===== src/rtl/stli_pkg.sv =====
// Shared constants and codes for the sorted-table linear interpolator.
package stli_pkg;

    localparam int TABLE_DEPTH_DEF = 128;
    localparam int VALUE_WIDTH_DEF = 32;
    localparam int KIND_WIDTH      = 2;
    localparam int STATUS_WIDTH    = 3;
    localparam int POS_WIDTH       = 8;

    localparam logic [KIND_WIDTH-1:0] KIND_INSERT = 2'd0;
    localparam logic [KIND_WIDTH-1:0] KIND_EVAL   = 2'd1;
    localparam logic [KIND_WIDTH-1:0] KIND_INVERT = 2'd2;
    localparam logic [KIND_WIDTH-1:0] KIND_CLEAR  = 2'd3;

    localparam logic [STATUS_WIDTH-1:0] ST_OK     = 3'd0;
    localparam logic [STATUS_WIDTH-1:0] ST_EMPTY  = 3'd1;
    localparam logic [STATUS_WIDTH-1:0] ST_SINGLE = 3'd2;
    localparam logic [STATUS_WIDTH-1:0] ST_RANGE  = 3'd3;
    localparam logic [STATUS_WIDTH-1:0] ST_FULL   = 3'd4;
    localparam logic [STATUS_WIDTH-1:0] ST_ZWIDTH = 3'd5;

endpackage


===== src/rtl/stli_lerp.sv =====
// Iterative interpolation unit: shift-add multiply, restoring divide, saturate.
module stli_lerp import stli_pkg::*; #(
    parameter int VALUE_WIDTH = VALUE_WIDTH_DEF
) (
    input  logic                          i_clk,
    input  logic                          i_rst_n,
    input  logic                          i_start,
    input  logic signed [VALUE_WIDTH-1:0] i_a1,
    input  logic signed [VALUE_WIDTH-1:0] i_b1,
    input  logic signed [VALUE_WIDTH-1:0] i_a2,
    input  logic signed [VALUE_WIDTH-1:0] i_b2,
    input  logic signed [VALUE_WIDTH-1:0] i_q,
    output logic                          o_done,
    output logic signed [VALUE_WIDTH-1:0] o_res
);
    localparam int VW   = VALUE_WIDTH;
    localparam int DW1  = VW + 1;
    localparam int PW   = 2 * DW1;
    localparam int CNTW = $clog2(PW + 1);

    localparam logic [1:0] L_IDLE = 2'd0;
    localparam logic [1:0] L_MUL  = 2'd1;
    localparam logic [1:0] L_DIV  = 2'd2;
    localparam logic [1:0] L_FIN  = 2'd3;

    logic [1:0]      r_state, n_state;
    logic [CNTW-1:0] r_cnt, n_cnt;
    logic [DW1-1:0]  r_db, n_db, r_da, n_da, r_rem, n_rem;
    logic [PW-1:0]   r_prod, n_prod;
    logic [VW-1:0]   r_b1, n_b1, r_res, n_res;
    logic            r_neg, n_neg, r_done, n_done;

    logic [DW1-1:0] d_b, d_q, d_a, room;
    logic [DW1:0]   sum, rem_sh;
    logic           ge;

    always_comb begin
        d_b = {i_b2[VW-1], i_b2} - {i_b1[VW-1], i_b1};
        d_q = {i_q[VW-1], i_q} - {i_a1[VW-1], i_a1};
        d_a = {i_a2[VW-1], i_a2} - {i_a1[VW-1], i_a1};
        sum    = {1'b0, r_prod[PW-1:DW1]} + (r_prod[0] ? {1'b0, r_db} : '0);
        rem_sh = {r_rem, r_prod[PW-1]};
        ge     = rem_sh >= {1'b0, r_da};
        if (r_neg) begin
            room = {r_b1[VW-1], r_b1} + {2'b00, {(VW-1){1'b1}}} + DW1'(1);
        end else begin
            room = {2'b00, {(VW-1){1'b1}}} - {r_b1[VW-1], r_b1};
        end
    end

    always_comb begin
        n_state = r_state;
        n_cnt   = r_cnt;
        n_db    = r_db;
        n_da    = r_da;
        n_rem   = r_rem;
        n_prod  = r_prod;
        n_b1    = r_b1;
        n_neg   = r_neg;
        n_res   = r_res;
        n_done  = 1'b0;
        unique case (r_state)
            L_IDLE: begin
                if (i_start) begin
                    n_db    = d_b[DW1-1] ? -d_b : d_b;
                    n_da    = d_a[DW1-1] ? -d_a : d_a;
                    n_prod  = {{DW1{1'b0}}, (d_q[DW1-1] ? -d_q : d_q)};
                    n_neg   = d_b[DW1-1] ^ d_q[DW1-1] ^ d_a[DW1-1];
                    n_b1    = i_b1;
                    n_cnt   = '0;
                    n_state = L_MUL;
                end
            end
            L_MUL: begin
                n_prod = {sum, r_prod[DW1-1:1]};
                n_cnt  = r_cnt + CNTW'(1);
                if (r_cnt == CNTW'(DW1 - 1)) begin
                    n_cnt   = '0;
                    n_rem   = '0;
                    n_state = L_DIV;
                end
            end
            L_DIV: begin
                n_rem  = ge ? DW1'(rem_sh - {1'b0, r_da}) : rem_sh[DW1-1:0];
                n_prod = {r_prod[PW-2:0], ge};
                n_cnt  = r_cnt + CNTW'(1);
                if (r_cnt == CNTW'(PW - 1)) begin
                    n_state = L_FIN;
                end
            end
            L_FIN: begin
                if (r_prod == '0) begin
                    n_res = r_b1;
                end else if (r_prod > PW'(room)) begin
                    n_res = r_neg ? {1'b1, {(VW-1){1'b0}}} : {1'b0, {(VW-1){1'b1}}};
                end else if (r_neg) begin
                    n_res = r_b1 - r_prod[VW-1:0];
                end else begin
                    n_res = r_b1 + r_prod[VW-1:0];
                end
                n_done  = 1'b1;
                n_state = L_IDLE;
            end
            default: n_state = L_IDLE;
        endcase
    end

    always_ff @(posedge i_clk) begin
        if (!i_rst_n) begin
            r_state <= L_IDLE;
            r_done  <= 1'b0;
        end else begin
            r_state <= n_state;
            r_done  <= n_done;
        end
        r_cnt  <= n_cnt;
        r_db   <= n_db;
        r_da   <= n_da;
        r_rem  <= n_rem;
        r_prod <= n_prod;
        r_b1   <= n_b1;
        r_neg  <= n_neg;
        r_res  <= n_res;
    end

    assign o_done = r_done;
    assign o_res  = r_res;
endmodule


===== config.mk =====
export PLATFORM = sky130hd
export DESIGN_NAME = stli_lerp
export DESIGN_NICKNAME = d
export VERILOG_FILES = /design/src/rtl/stli_pkg.sv /design/src/rtl/stli_lerp.sv
export SDC_FILE = /design/constraint.sdc
export NUM_CORES = 1
export LEC_CHECK = 0
export BUFFER_PORTS_ARGS = -buffer_cell sky130_fd_sc_hd__buf_2
export CAP_MARGIN = 20
export CELL_PAD_IN_SITES_DETAIL_PLACEMENT = 2
export CELL_PAD_IN_SITES_GLOBAL_PLACEMENT = 2
export CORE_MARGIN = 2
export CORE_UTILIZATION = 41
export CTS_CLUSTER_DIAMETER = 150
export DETAILED_ROUTE_END_ITERATION = 6
export GPL_TIMING_DRIVEN = 0
export PLACE_DENSITY = 0.95
export SKIP_LAST_GASP = 1
export SLEW_MARGIN = 25
export SYNTH_ARGS = -nofsm -noshare
export SYNTH_HDL_FRONTEND = slang
export SYNTH_SLANG_ARGS = --single-unit

===== constraint.sdc =====
create_clock -name i_clk -period 10.2 [get_ports i_clk]
set_input_delay 1.53 -clock i_clk [delete_from_list [all_inputs] [get_ports i_clk]]
set_output_delay 1.53 -clock i_clk [all_outputs]
set_load 0.1 [all_outputs]

* Word level (Yosys, flattened, before mapping)
Index checks and enable logic that the tools add are counted.
Storage, ports and cells: output and inout bits 33, word-level logic and storage cells 68, register bits 240, bits of input ports 163
Cells by class: equality and inequality tests 8, add/subtract/negate cells 14, bitwise gates (word level) 2, muxes and demuxes 22, reductions and logical operators 8, $lt $le $gt $ge 2
Operators with widths (number):
- one-hot mux 66 bit (3 select lines) | 1
- two-way mux 32 bit | 6
- two-way mux 33 bit | 5
- negator 33 bit | 3
- subtractor 32 x 32 -> 33 bit | 3
- greater-than comparator 66 x 33 -> 1 bit | 1
- zero test 66 bit | 1
- two-way mux 66 bit | 1
- one-hot mux 33 bit (2 select lines) | 1
- adder 33 x 33 -> 34 bit | 1
- greater-or-equal comparator 34 x 33 -> 1 bit | 1
- adder 32 x 32 -> 33 bit (second input constant) | 1
- adder 33 x 1 -> 33 bit (second input constant) | 1
- subtractor 32 x 32 -> 33 bit (first input constant) | 1
- subtractor 33 bit | 1
- adder 32 bit | 1
- subtractor 32 bit | 1
- one-hot mux 7 bit (3 select lines) | 1
- two-way mux 7 bit | 2
- one-hot mux 2 bit (4 select lines) | 1
- adder 7 x 1 -> 7 bit (second input constant) | 1
- == test 7 x 6 -> 1 bit (second input constant) | 1
- == test 7 bit (second input constant) | 1
- two-way mux 2 bit | 3
- 10 further kinds | 16

* Logic depth before layout (Yosys ltp)
Gate-level depths: netlist (run 1).
word-level depth 6, mapped depth 23, depth with buffers taken out 21

* Least setup slack after synthesis (run 1)
OpenSTA, ideal clock, no wires.
path type input to register, start input i_start, end register r_cnt[0] (enable), required time 9.687 ns, data arrival time 4.893 ns, library setup time 0.513 ns, path buffers 0, stages on the path 2, path slack 4.794 ns, path through nand2b_1 > nor2b_1
On the way: cells in the longest elaborated chain, start to end 2
RTL lines:
- from (decl) | RTL line stli_lerp.sv:7 | input logic i_start,
- inequality test 2 bit (no line)
- AND reduction 2 bit (no line)
- to (signal assigned) | RTL line stli_lerp.sv:116 | r_cnt <= n_cnt;
- to (decl) | RTL line stli_lerp.sv:27 | logic [CNTW-1:0] r_cnt, n_cnt;
Every way passes these cells. A chain may end at the register's enable or synchronous reset.

* Worst setup path in the final report (run 1)
start register r_prod[0], end register r_res[31], in the netlist o_res[31], data pin
On the way: cells in the longest elaborated chain, start to end 4, elaborated cells between the ends (all ways) 7, those cells by class add/sub: 2; order compare: 1; mux: 3; reduce/logical: 1
RTL lines:
- from (decl) | RTL line stli_lerp.sv:29 | logic [PW-1:0] r_prod, n_prod;
- from (signal assigned) | RTL line stli_lerp.sv:120 | r_prod <= n_prod;
- adder 32 bit / subtractor 32 bit (equally long branches) | RTL line stli_lerp.sv:99, stli_lerp.sv:97
- two-way mux 32 bit | RTL line stli_lerp.sv:96 | end else if (r_neg) begin
- two-way mux 32 bit | RTL line stli_lerp.sv:94 | end else if (r_prod > PW'(room)) begin
- two-way mux 32 bit (*) | RTL line stli_lerp.sv:92 | if (r_prod == '0) begin
- to (signal assigned) | RTL line stli_lerp.sv:123 | r_res <= n_res;
- to (decl) | RTL line stli_lerp.sv:30 | logic [VW-1:0] r_b1, n_b1, r_res, n_res;
Every way passes the cells marked *; elsewhere a longest branch is shown, timed or not.

==> impl_metrics.json, run 1 <==
{
  "path_clk_slew_ns": 0.07,
  "dp_worst_setup_slack_ns": 3.20,
  "syn_nets": 3258,
  "power_density_mw_per_mm2": 338,
  "r2r_slack_ns": 2.64,
  "clock-skew-final_ns": 0.0311,
  "utilization_pct": 46.6,
  "worst_ep_required_time_ns": 10.63,
  "cts_buffer_depth": 3,
  "max-cap-violations": 0,
  "dr.pass1.iters": 7,
  "dieArea_sq_mm": 0.0616,
  "cp-startpoint": "r_prod[0]$_DFFE_PP_",
  "num_rows": 89,
  "avgRoutedWirePerCell_um": 34.4,
  "place_inst": 3826,
  "synth_cell_types": 98,
  "worstPathCellList": "clkbuf_1 -> clkbuf_1 -> inv_1 -> ha_1 -> nand2b_1 -> nor3_1 -> nand2_1 -> nor4_1 -> a21oi_1 -> xnor2_1 -> ha_1 -> clkbuf_1 -> a21o_1 -> o311a_1 -> a2111oi_1 -> o211ai_1 -> and3_1 -> a41oi_1 -> a21oi_1 -> a2111o_1 -> a31oi_1",
  "hold_viol_final": 0,
  "grt_pass1_wl_um": 198000,
  "critPathCaptureType": "flip-flop",
  "grt_max_degree": 39,
  "path_depth": 21,
  "cts_root_buf": "clkbuf_16",
  "slowest_delay_ns": 0.89,
  "cpMostUsedCell": "clkbuf_1",
  "synth_warnings": 0,
  "postCtsResizedCells": 0,
  "ys.flop_type": "edfxtp_1",
  "vias": 27800,
  "seq_area_sq_mm": 0.00718,
  "postCtsSetupBuffers": 0,
  "fin_crit_ns": 7.56,
  "worstSetupStartpointType": "flip-flop",
  "rsz0062_at_grt": "false",
  "setup_slack_ns": 2.64,
  "drv_slew": 0,
  "r2r_cells": 21,
  "path_max_fanout": 10,
  "path_class": "reg2reg",
  "htree_levels": 1,
  "tightest_slew_ns": 1.09,
  "r2r_start": "r_prod[0]$_DFFE_PP_",
  "final.setup.tns_ns": 0,
  "slew_headroom_pct": 27.0,
  "holdWs_ns": 0.632,
  "crit_family": "compound AO/OA/AOI/OAI gates",
  "setup_viol": 0,
  "ant_nets": 0,
  "crit_buf_inv": 4,
  "drt_iter0_drc": 2803,
  "gp_congestion": 0.946,
  "ioPinCount": 196,
  "seq_area_frac_synth_pct": 29.3,
  "p_leak_nw": 11.5,
  "cts_tree": "done",
  "post-route-drc-count": 0,
  "synth-edff-count": 237,
  "synth_cells": 2851,
  "dpl.hpwl_um": 91400,
  "port_buffers": 195,
  "cp_slowest_cell": "a2111oi_1",
  "period_share_pct": 74.1,
  "syn_area_sq_mm": 0.0245,
  "async_flop_share_pct": 0,
  "syn_area_per_cell_sq_um": 8.58,
  "instances_no_fill": 3880,
  "ys_seq_elements": 240,
  "fill_cells": 6423,
  "fmax_ghz": 0.132,
  "grtUsageTotal_pct": 42.4,
  "cts_made_buffers": 30,
  "final_nets": 3492,
  "hp-class": "reg2reg",
  "die_x_um": 248,
  "r2r-end": "o_res[31]$_DFFE_PP_",
  "ir_drop_mv": 0.251,
  "multiInputGateArea_sq_mm": 0.0162,
  "drt-total-wl_um": 133000,
  "critical_path_arrival_ns": 7.99,
  "core_area_sq_mm": 0.0590,
  "outcome": "completed",
  "clock_latency_ns": 0.63,
  "grt_overflow": 0,
  "endpoint": "o_res[31]$_DFFE_PP_",
  "via_per_inst": 7.15,
  "syn_to_final_growth_pct": 12.4,
  "cts_sinks": 240,
  "layout-drive-gt1-share_pct": 9.89,
  "fp.dieH_um": 248,
  "grt_pass1_vias": 30200,
  "grt_antenna_before_repair": 4,
  "cts_hold_buf": 0,
  "initial_core_util_pct": 41.5
}
==> final cells by class <==
class                           count  area share, %
Clock inverter                     14          0.409
Multi-Input combinational cell   2334           59.0
Clock buffer                       38           2.84
Sequential cell                   240           26.1
Inverter                          174           2.37
Tap cell                          773           3.52
Timing Repair Buffer              202           4.17
Buffer                            103           1.59
Antenna cell                        2         0.0182
==> Yosys cell counts (58+ instances only) <==
library cell,number,area share (%)
ha_1,238,12
edfxtp_1,237,29
a21oi_1,221,4.5
nor2_1,208,3.2
nand2_1,196,3.0
inv_1,174,2.7
o21ai_0,167,3.4
xnor2_1,157,5.6
a21o_1,132,4.1
xor2_1,103,3.7
clkbuf_1,85,1.3
nor3_1,74,1.5
nand3_1,73,1.5
a31oi_1,58,1.5
==> power by group <==
part | internal [mW] | switching (mW) | total (mW)
sequential | 1.63 | 0.438 | 2.07
combinational | 2.06 | 4.07 | 6.13
clock | 0.565 | 0.524 | 1.09
==> worst min-delay path by stage <==
stage,start,to,slack (ns),cells past startpoint
CTS,r_prod[51]$_DFFE_PP_,r_prod[52]$_DFFE_PP_,0.63,2
floorplan,r_prod[52]$_DFFE_PP_,r_prod[53]$_DFFE_PP_,0.55,2
finish,r_prod[51]$_DFFE_PP_,r_prod[52]$_DFFE_PP_,0.63,2
global placement,r_prod[51]$_DFFE_PP_,r_prod[52]$_DFFE_PP_,0.59,2
global route,r_prod[51]$_DFFE_PP_,r_prod[52]$_DFFE_PP_,0.68,2
detailed placement,r_prod[51]$_DFFE_PP_,r_prod[52]$_DFFE_PP_,0.63,2
==> placed cells by master, fill, tap and decap left out, types with 93 or more instances in the layout <==
cell        n
ha_1      237
edfxtp_1  237
a21oi_1   221
nor2_1    207
buf_2     199
nand2_1   196
inv_1     174
o21ai_0   166
xnor2_1   157
a21o_1    132
xor2_1    103
clkbuf_1   93
==> worst reg2reg max path, delay by kind of cell, from the launching register on <==
| family | cells | cell delay [ns] |
|---|---|---|
| buffers and inverters | 4 | 1.23 |
| AO/OA/AOI/OAI | 9 | 3.14 |
| flip-flops | 1 | 0.46 |
| AND/OR/NAND/NOR | 5 | 1.71 |
| adder cells (fa/ha/maj) | 2 | 0.53 |
| XOR/XNOR | 1 | 0.29 |
==> per-stage QoR <==
stage | power, mW | instance area [sq um]
floorplan | 5.58 | 24500
global placement | 6.85 | 26400
detailed placement | 7.49 | 26600
CTS | 8.98 | 27500
global route | 9.57 | 27500
finish | 9.29 | 27500
==> routing by layer <==
metal | global-route usage (%) | part of all wire, % | vias up
met5 | 0 | 0.019 | -
met2 | 71.2 | 47 | 2038
met4 | 31.6 | 9.1 | 4
met3 | 8.53 | 8.4 | 869
li1 | - | - | 11100
met1 | 47.4 | 35 | 13700
==> registers in the layout, indices dropped and copies added, names as in the netlist <==
signal   cells
r_b1        32
r_db        33
o_done       1
r_cnt        7
r_da        33
r_state      2
o_res       32
r_neg        1
r_rem       33
r_prod      66
==> cells by family after synthesis <==
family                   after synthesis  synth area share [%]
AO/OA/AOI/OAI                        930                  25.2
XOR/XNOR                             260                  9.31
adder cells (fa/ha/maj)              244                  12.7
buffers and inverters                277                  4.46
flip-flops                           240                  29.3
multiplexers                          10                 0.414
AND/OR/NAND/NOR                      890                  18.6
No activity file was read; power rests on OpenSTA's default activity.
==> inputs of run 2 (changes only) <==
- CORE_UTILIZATION: 41 -> 38
- PLACE_DENSITY: 0.95 -> 0.92
- clock period: 10.2 -> 7.8 ns (I/O delays scaled with it)
==> run 2 against run 1 <==
  * Wire length down 9.8%
  * Setup slack worse by 2.3 ns
  * Register-to-register slack worse by 2.3 ns
  * Core utilization down 3.3 points
  * Largest cell class unchanged
  * Total power up 27%
==> impl_metrics.json, run 2 (synthesis results as in run 1) <==
{
  "num_rows": 93,
  "htree_levels": 1,
  "dr.pass1.iters": 5,
  "r2r-end": "o_res[31]$_DFFE_PP_",
  "hold_viol_final": 0,
  "clock-skew-final_ns": 0.0252,
  "busiest_layer": "met2",
  "cts_sinks": 240,
  "max-cap-violations": 0,
  "avgRoutedWirePerCell_um": 30.4,
  "cp_slowest_cell": "a2111oi_1",
  "grt_overflow": 0,
  "min_to": "r_prod[57]$_DFFE_PP_",
  "postCtsResizedCells": 0,
  "worst_ep_required_time_ns": 8.22,
  "use_met2_pct": 61.5,
  "grtUsageTotal_pct": 35.3,
  "gr-usage-met3_pct": 6.57,
  "cts_buffer_depth": 3,
  "setup_viol": 0,
  "power_switching_mw": 6.16,
  "drv_slew": 0,
  "initial_core_util_pct": 38.2,
  "core_area_sq_mm": 0.0640,
  "tightest_slew_ns": 1.16,
  "top_register": "r_prod",
  "syn_to_final_growth_pct": 13.3,
  "r2r_cells": 22,
  "clock_latency_ns": 0.61,
  "ant_nets": 0,
  "grt_use_met1_pct": 40.5,
  "cpMostUsedCell": "a21oi_1",
  "final_cell_mix": "ha_1, edfxtp_1, a21oi_1",
  "grt_pass1_vias": 29100,
  "critical_path_arrival_ns": 7.88,
  "cp-startpoint": "r_prod[0]$_DFFE_PP_",
  "r2r_slack_ns": 0.33,
  "fill_cells": 7124,
  "min_delay_path_depth": 2,
  "ioPinCount": 196,
  "largest_reg_flops": 66,
  "comb_power_share_pct": 64.4,
  "swShare_pct": 52.1,
  "period_share_pct": 95.7,
  "path_class": "reg2reg",
  "slowest_delay_ns": 0.88,
  "r2r_start": "r_prod[0]$_DFFE_PP_",
  "vias": 26200,
  "cts_root_buf": "clkbuf_16",
  "path_clk_slew_ns": 0.07,
  "fin_crit_ns": 7.47,
  "rsz0062_at_grt": "false",
  "crit_buf_inv": 3,
  "outcome": "completed",
  "p_clk_share_pct": 13.0,
  "gp_congestion": 0.938,
  "intPower_mw": 5.66,
  "cts_tree": "done",
  "grt_pass1_wl_um": 183000,
  "seqPwrFrac_pct": 22.5,
  "drt-total-wl_um": 120000,
  "postCtsSetupBuffers": 0,
  "worstPathCellList": "clkbuf_1 -> clkbuf_1 -> inv_1 -> ha_1 -> nand2b_1 -> nor3_1 -> nand2_1 -> nor4_1 -> a21oi_1 -> xnor2_1 -> ha_1 -> a21o_1 -> a21oi_1 -> nor2_1 -> o311a_1 -> a2111oi_1 -> o211ai_1 -> and3_1 -> a41oi_1 -> a21oi_1 -> a2111o_1 -> a31oi_1",
  "post-route-drc-count": 0,
  "critPathCaptureType": "flip-flop",
  "fp.dieH_um": 258,
  "ir_drop_mv": 0.274,
  "grt_max_degree": 38,
  "fmax_ghz": 0.134,
  "die_x_um": 258,
  "crit_family": "compound AO/OA/AOI/OAI gates",
  "p_leak_nw": 11.6,
  "utilization_pct": 43.3,
  "total_power_mw": 11.8,
  "via_per_inst": 6.61,
  "grt_antenna_before_repair": 7,
  "final.setup.tns_ns": 0,
  "dpl.hpwl_um": 87000,
  "worstSetupStartpointType": "flip-flop",
  "power_density_mw_per_mm2": 427,
  "multiInputGateArea_sq_mm": 0.0162,
  "seq_area_sq_mm": 0.00718,
  "dieArea_sq_mm": 0.0664,
  "final_nets": 3492,
  "path_max_fanout": 10,
  "slew_headroom_pct": 21.5,
  "layout-drive-gt1-share_pct": 9.91,
  "hp-class": "reg2reg",
  "cts_hold_buf": 0,
  "drt_iter0_drc": 2298,
  "hp-start": "r_prod[56]$_DFFE_PP_",
  "cts_made_buffers": 30,
  "port_buffers": 195
}
[run 2: changes by cell type in the layout (fill, tap and decap cells not counted), moves of 2 or more]
cell and delta:
clkbuf_1 -5, clkinv_2 -2, clkinv_1 +8, bufinv_16 +4
[run 2: final cells by class]
cell class | count | share of cell area, %
inverters | 174 | 2.36
clock inverters | 23 | 0.880
repair buffers | 202 | 4.11
well taps | 855 | 3.86
multi-input cells | 2334 | 58.6
clock buffers | 33 | 2.75
diodes | 2 | 0.0181
plain buffers | 103 | 1.58
flip-flops and latches | 240 | 25.9
[run 2: how the worst max path moves through the flow]
stage / end / cells after the start / slack, ns
6_report: o_res[31]$_DFFE_PP_ / 22 / 0.33
5_1_grt: o_res[31]$_DFFE_PP_ / 22 / 0.1
4_1_cts: o_res[31]$_DFFE_PP_ / 22 / 0.34
3_5_place_dp: o_res[31]$_DFFE_PP_ / 22 / 0.71
3_3_place_gp: r_prod[10]$_DFFE_PP_ / 3 / 0.96
2_1_floorplan: r_cnt[0]$_DFFE_PP_ / 2 / 2.75
[run 2: worst min-delay path: stages, from the launching register on]
cell and delay (ns):
edfxtp_1 0.39, nand2_1 0.07, o21ai_0 0.07
[run 2: per-stage QoR]
step | hold WS (ns) | instance area (sq um) | instances | setup slack (ns)
6_report | 0.631 | 27700 | 3966 | 0.334
5_1_grt | 0.648 | 27700 | 3966 | 0.0966
4_1_cts | 0.621 | 27700 | 3964 | 0.344
3_5_place_dp | 0.618 | 26700 | 3908 | 0.706
3_3_place_gp | 0.593 | 26500 | 3901 | 0.956
2_1_floorplan | 0.553 | 24500 | 2851 | 2.75
[run 2: power groups by stage]
stage / Clock, mW / Combinational, mW / Sequential, mW
after floorplan: 0 / 4.75 / 2.55
after global placement: 0 / 6.34 / 2.65
after detailed placement: 0 / 7.05 / 2.64
after CTS: 1.53 / 7.41 / 2.64
after global routing: 1.56 / 8.12 / 2.69
final: 1.54 / 7.62 / 2.67
[run 2: routing by layer]
| layer | vias up | wire, um | part of all wire (%) |
|---|---|---|---|
| li1 | 11100 | - | - |
| met4 | 6 | 7960 | 6.6 |
| met2 | 1365 | 58500 | 49 |
| met3 | 538 | 8190 | 6.8 |
| met5 | - | 38 | 0.032 |
| met1 | 13200 | 45700 | 38 |
==> inputs of run 3 (changes only) <==
- CORE_UTILIZATION: 38 -> 35
- PLACE_DENSITY: 0.92 -> 0.89
- clock period: 7.8 -> 6.5 ns (I/O delays scaled with it)
==> run 3 against run 2 <==
  * Clock skew fell by 0.00071 ns
  * Maximum frequency increased by 17%
  * Highest routed layer unchanged
  * Setup slack got worse by 0.20 ns
  * Non-clock buffer count fell by 1
  * Clock-buffer cell count shrank 1
  * Total power is 20% higher
  * Via count decreased by 1.6%
  * Cell area up 0.34%
==> impl_metrics.json, run 3 (synthesis results as in run 1) <==
{
  "wl_met2_um": 56700,
  "fin_crit_ns": 6.37,
  "ioPinCount": 196,
  "min_to": "r_b1[10]$_DFFE_PP_",
  "period_share_pct": 97.9,
  "cts_made_buffers": 31,
  "htree_levels": 1,
  "worstSetupStartpointType": "flip-flop",
  "num_rows": 96,
  "highest_layer": "met5",
  "fmax_ghz": 0.157,
  "layout-drive-gt1-share_pct": 10.3,
  "cts_sinks": 240,
  "cts_hold_buf": 0,
  "r2r_start": "r_prod[0]$_DFFE_PP_",
  "final_area_sq_mm": 0.0278,
  "hp-start": "i_b1[10]",
  "fill_cells": 7712,
  "cts_tree": "done",
  "grt_pass1_vias": 28200,
  "drt_iter0_drc": 2374,
  "avgRoutedWirePerCell_um": 28.8,
  "final_cell_mix": "ha_1, edfxtp_1, a21oi_1",
  "r2r-end": "o_res[31]$_DFFE_PP_",
  "r2r_slack_ns": 0.13,
  "ir_drop_mv": 0.239,
  "post-route-drc-count": 0,
  "core_area_sq_mm": 0.0689,
  "dr.pass1.iters": 6,
  "dpl.hpwl_um": 86400,
  "die_x_um": 268,
  "drt-total-wl_um": 116000,
  "hold_viol_final": 0,
  "antenna_cells": 0,
  "cp_slowest_cell": "edfxtp_1",
  "drv_slew": 0,
  "worst_ep_required_time_ns": 6.92,
  "cts_root_buf": "clkbuf_16",
  "grt_overflow": 0,
  "min_delay_path_depth": 1,
  "clock-skew-final_ns": 0.0245,
  "wl_met3_um": 7180,
  "grt_max_degree": 42,
  "final_nets": 3492,
  "path_class": "reg2reg",
  "grt_pass1_wl_um": 175000,
  "max-cap-violations": 0,
  "r2r_cells": 21,
  "port_buffers": 195,
  "critPathCaptureType": "flip-flop",
  "via_per_inst": 6.39,
  "slowest_delay_ns": 0.74,
  "vias": 25800,
  "grtUsageTotal_pct": 31.5,
  "path_max_fanout": 11,
  "gp_congestion": 0.893,
  "crit_buf_inv": 2,
  "hp-class": "in2reg",
  "worstPathCellList": "clkbuf_1 -> inv_1 -> ha_1 -> nand2b_1 -> nor3_1 -> nand2_1 -> nor4_4 -> a21oi_1 -> xnor2_1 -> ha_1 -> a21o_1 -> a21oi_1 -> nor2_1 -> o311a_1 -> a2111oi_4 -> o211ai_1 -> and3_1 -> a41oi_1 -> a21oi_1 -> a2111o_1 -> a31oi_1",
  "cts_buffer_depth": 3,
  "final.setup.tns_ns": 0,
  "postCtsSetupBuffers": 0,
  "power_density_mw_per_mm2": 509,
  "p_leak_nw": 11.6,
  "slew_headroom_pct": 28.2,
  "fp.dieH_um": 268,
  "top_register": "r_prod",
  "wl_met1_um": 44800,
  "cpMostUsedCell": "a21oi_1",
  "crit_family": "compound AO/OA/AOI/OAI gates",
  "ant_nets": 0,
  "holdWs_ns": 0.551,
  "dieArea_sq_mm": 0.0720,
  "tightest_slew_ns": 1.07,
  "setup_viol": 0,
  "critical_path_arrival_ns": 6.78,
  "initial_core_util_pct": 35.5,
  "largest_reg_flops": 66,
  "grt_antenna_before_repair": 1,
  "outcome": "completed",
  "path_clk_slew_ns": 0.06,
  "clock_latency_ns": 0.62,
  "place_area_sq_mm": 0.0268,
  "syn_to_final_growth_pct": 13.7
}
run 3: power breakdown:
part,switching [mW],internal (mW)
combinational,5.95,3.20
sequential,0.658,2.56
clock,0.823,0.955
total,7.43,6.72
run 3: layout make-up:
| class | instances | area (sq um) | area share, % |
|---|---|---|---|
| timing repair buffer | 202 | 1140 | 4.09 |
| multi-input combinational | 2334 | 16300 | 58.5 |
| buffer | 102 | 434 | 1.56 |
| tap | 931 | 1160 | 4.19 |
| sequential | 240 | 7180 | 25.8 |
| clock buffer | 32 | 779 | 2.80 |
| clock inverter | 25 | 203 | 0.729 |
| inverter | 174 | 653 | 2.35 |
run 3: timing repair:
| action | 4_1_cts | 5_1_grt |
|---|---|---|
| cloned | 0 | 0 |
| endpoints found under the setup margin | 6 | 2 |
| gates resized for setup | 4 | 2 |
run 3: layer usage:
layer / GRT usage [%] / vias up
met5: 0 / -
met4: 18.2 / 2
met3: 4.82 / 445
met2: 54.7 / 1220
met1: 36.8 / 13000
li1: - / 11100
run 3: how the worst max path moves through the flow:
stage | from | endpoint | slack, ns | cells past startpoint
floorplan | r_prod[0]$_DFFE_PP_ | o_res[31]$_DFFE_PP_ | 1.63 | 22
global placement | i_start | r_prod[5]$_DFFE_PP_ | -0.27 | 3
detailed placement | r_prod[0]$_DFFE_PP_ | o_res[31]$_DFFE_PP_ | -0.58 | 22
CTS | r_prod[0]$_DFFE_PP_ | o_res[31]$_DFFE_PP_ | 0.05 | 22
global route | r_prod[0]$_DFFE_PP_ | o_res[31]$_DFFE_PP_ | -0.005 | 21
finish | r_prod[0]$_DFFE_PP_ | o_res[31]$_DFFE_PP_ | 0.13 | 21
run 3: worst reg2reg max path, cell delays in order (launching register included):
cell and delay (ns):
edfxtp_1 0.74, clkbuf_1 0.34, inv_1 0.22, ha_1 0.23, nand2b_1 0.10, nor3_1 0.24, nand2_1 0.21, nor4_4 0.42
a21oi_1 0.16, xnor2_1 0.17, ha_1 0.38, a21o_1 0.23, a21oi_1 0.20, nor2_1 0.12, o311a_1 0.37, a2111oi_4 0.50
o211ai_1 0.22, and3_1 0.24, a41oi_1 0.30, a21oi_1 0.11, a2111o_1 0.38, a31oi_1 0.28
run 3: per-stage QoR:
stage               total power [mW]  worst slack (ns)  instances  utilization (%)
finish                          14.1             0.134       4040             40.3
floorplan                       8.76              1.63       2851                -
global route                    14.8          -0.00538       4040             40.3
global placement                10.8            -0.271       3977             38.6
detailed placement              11.7            -0.585       3984             38.9
CTS                             13.8            0.0542       4041             40.3
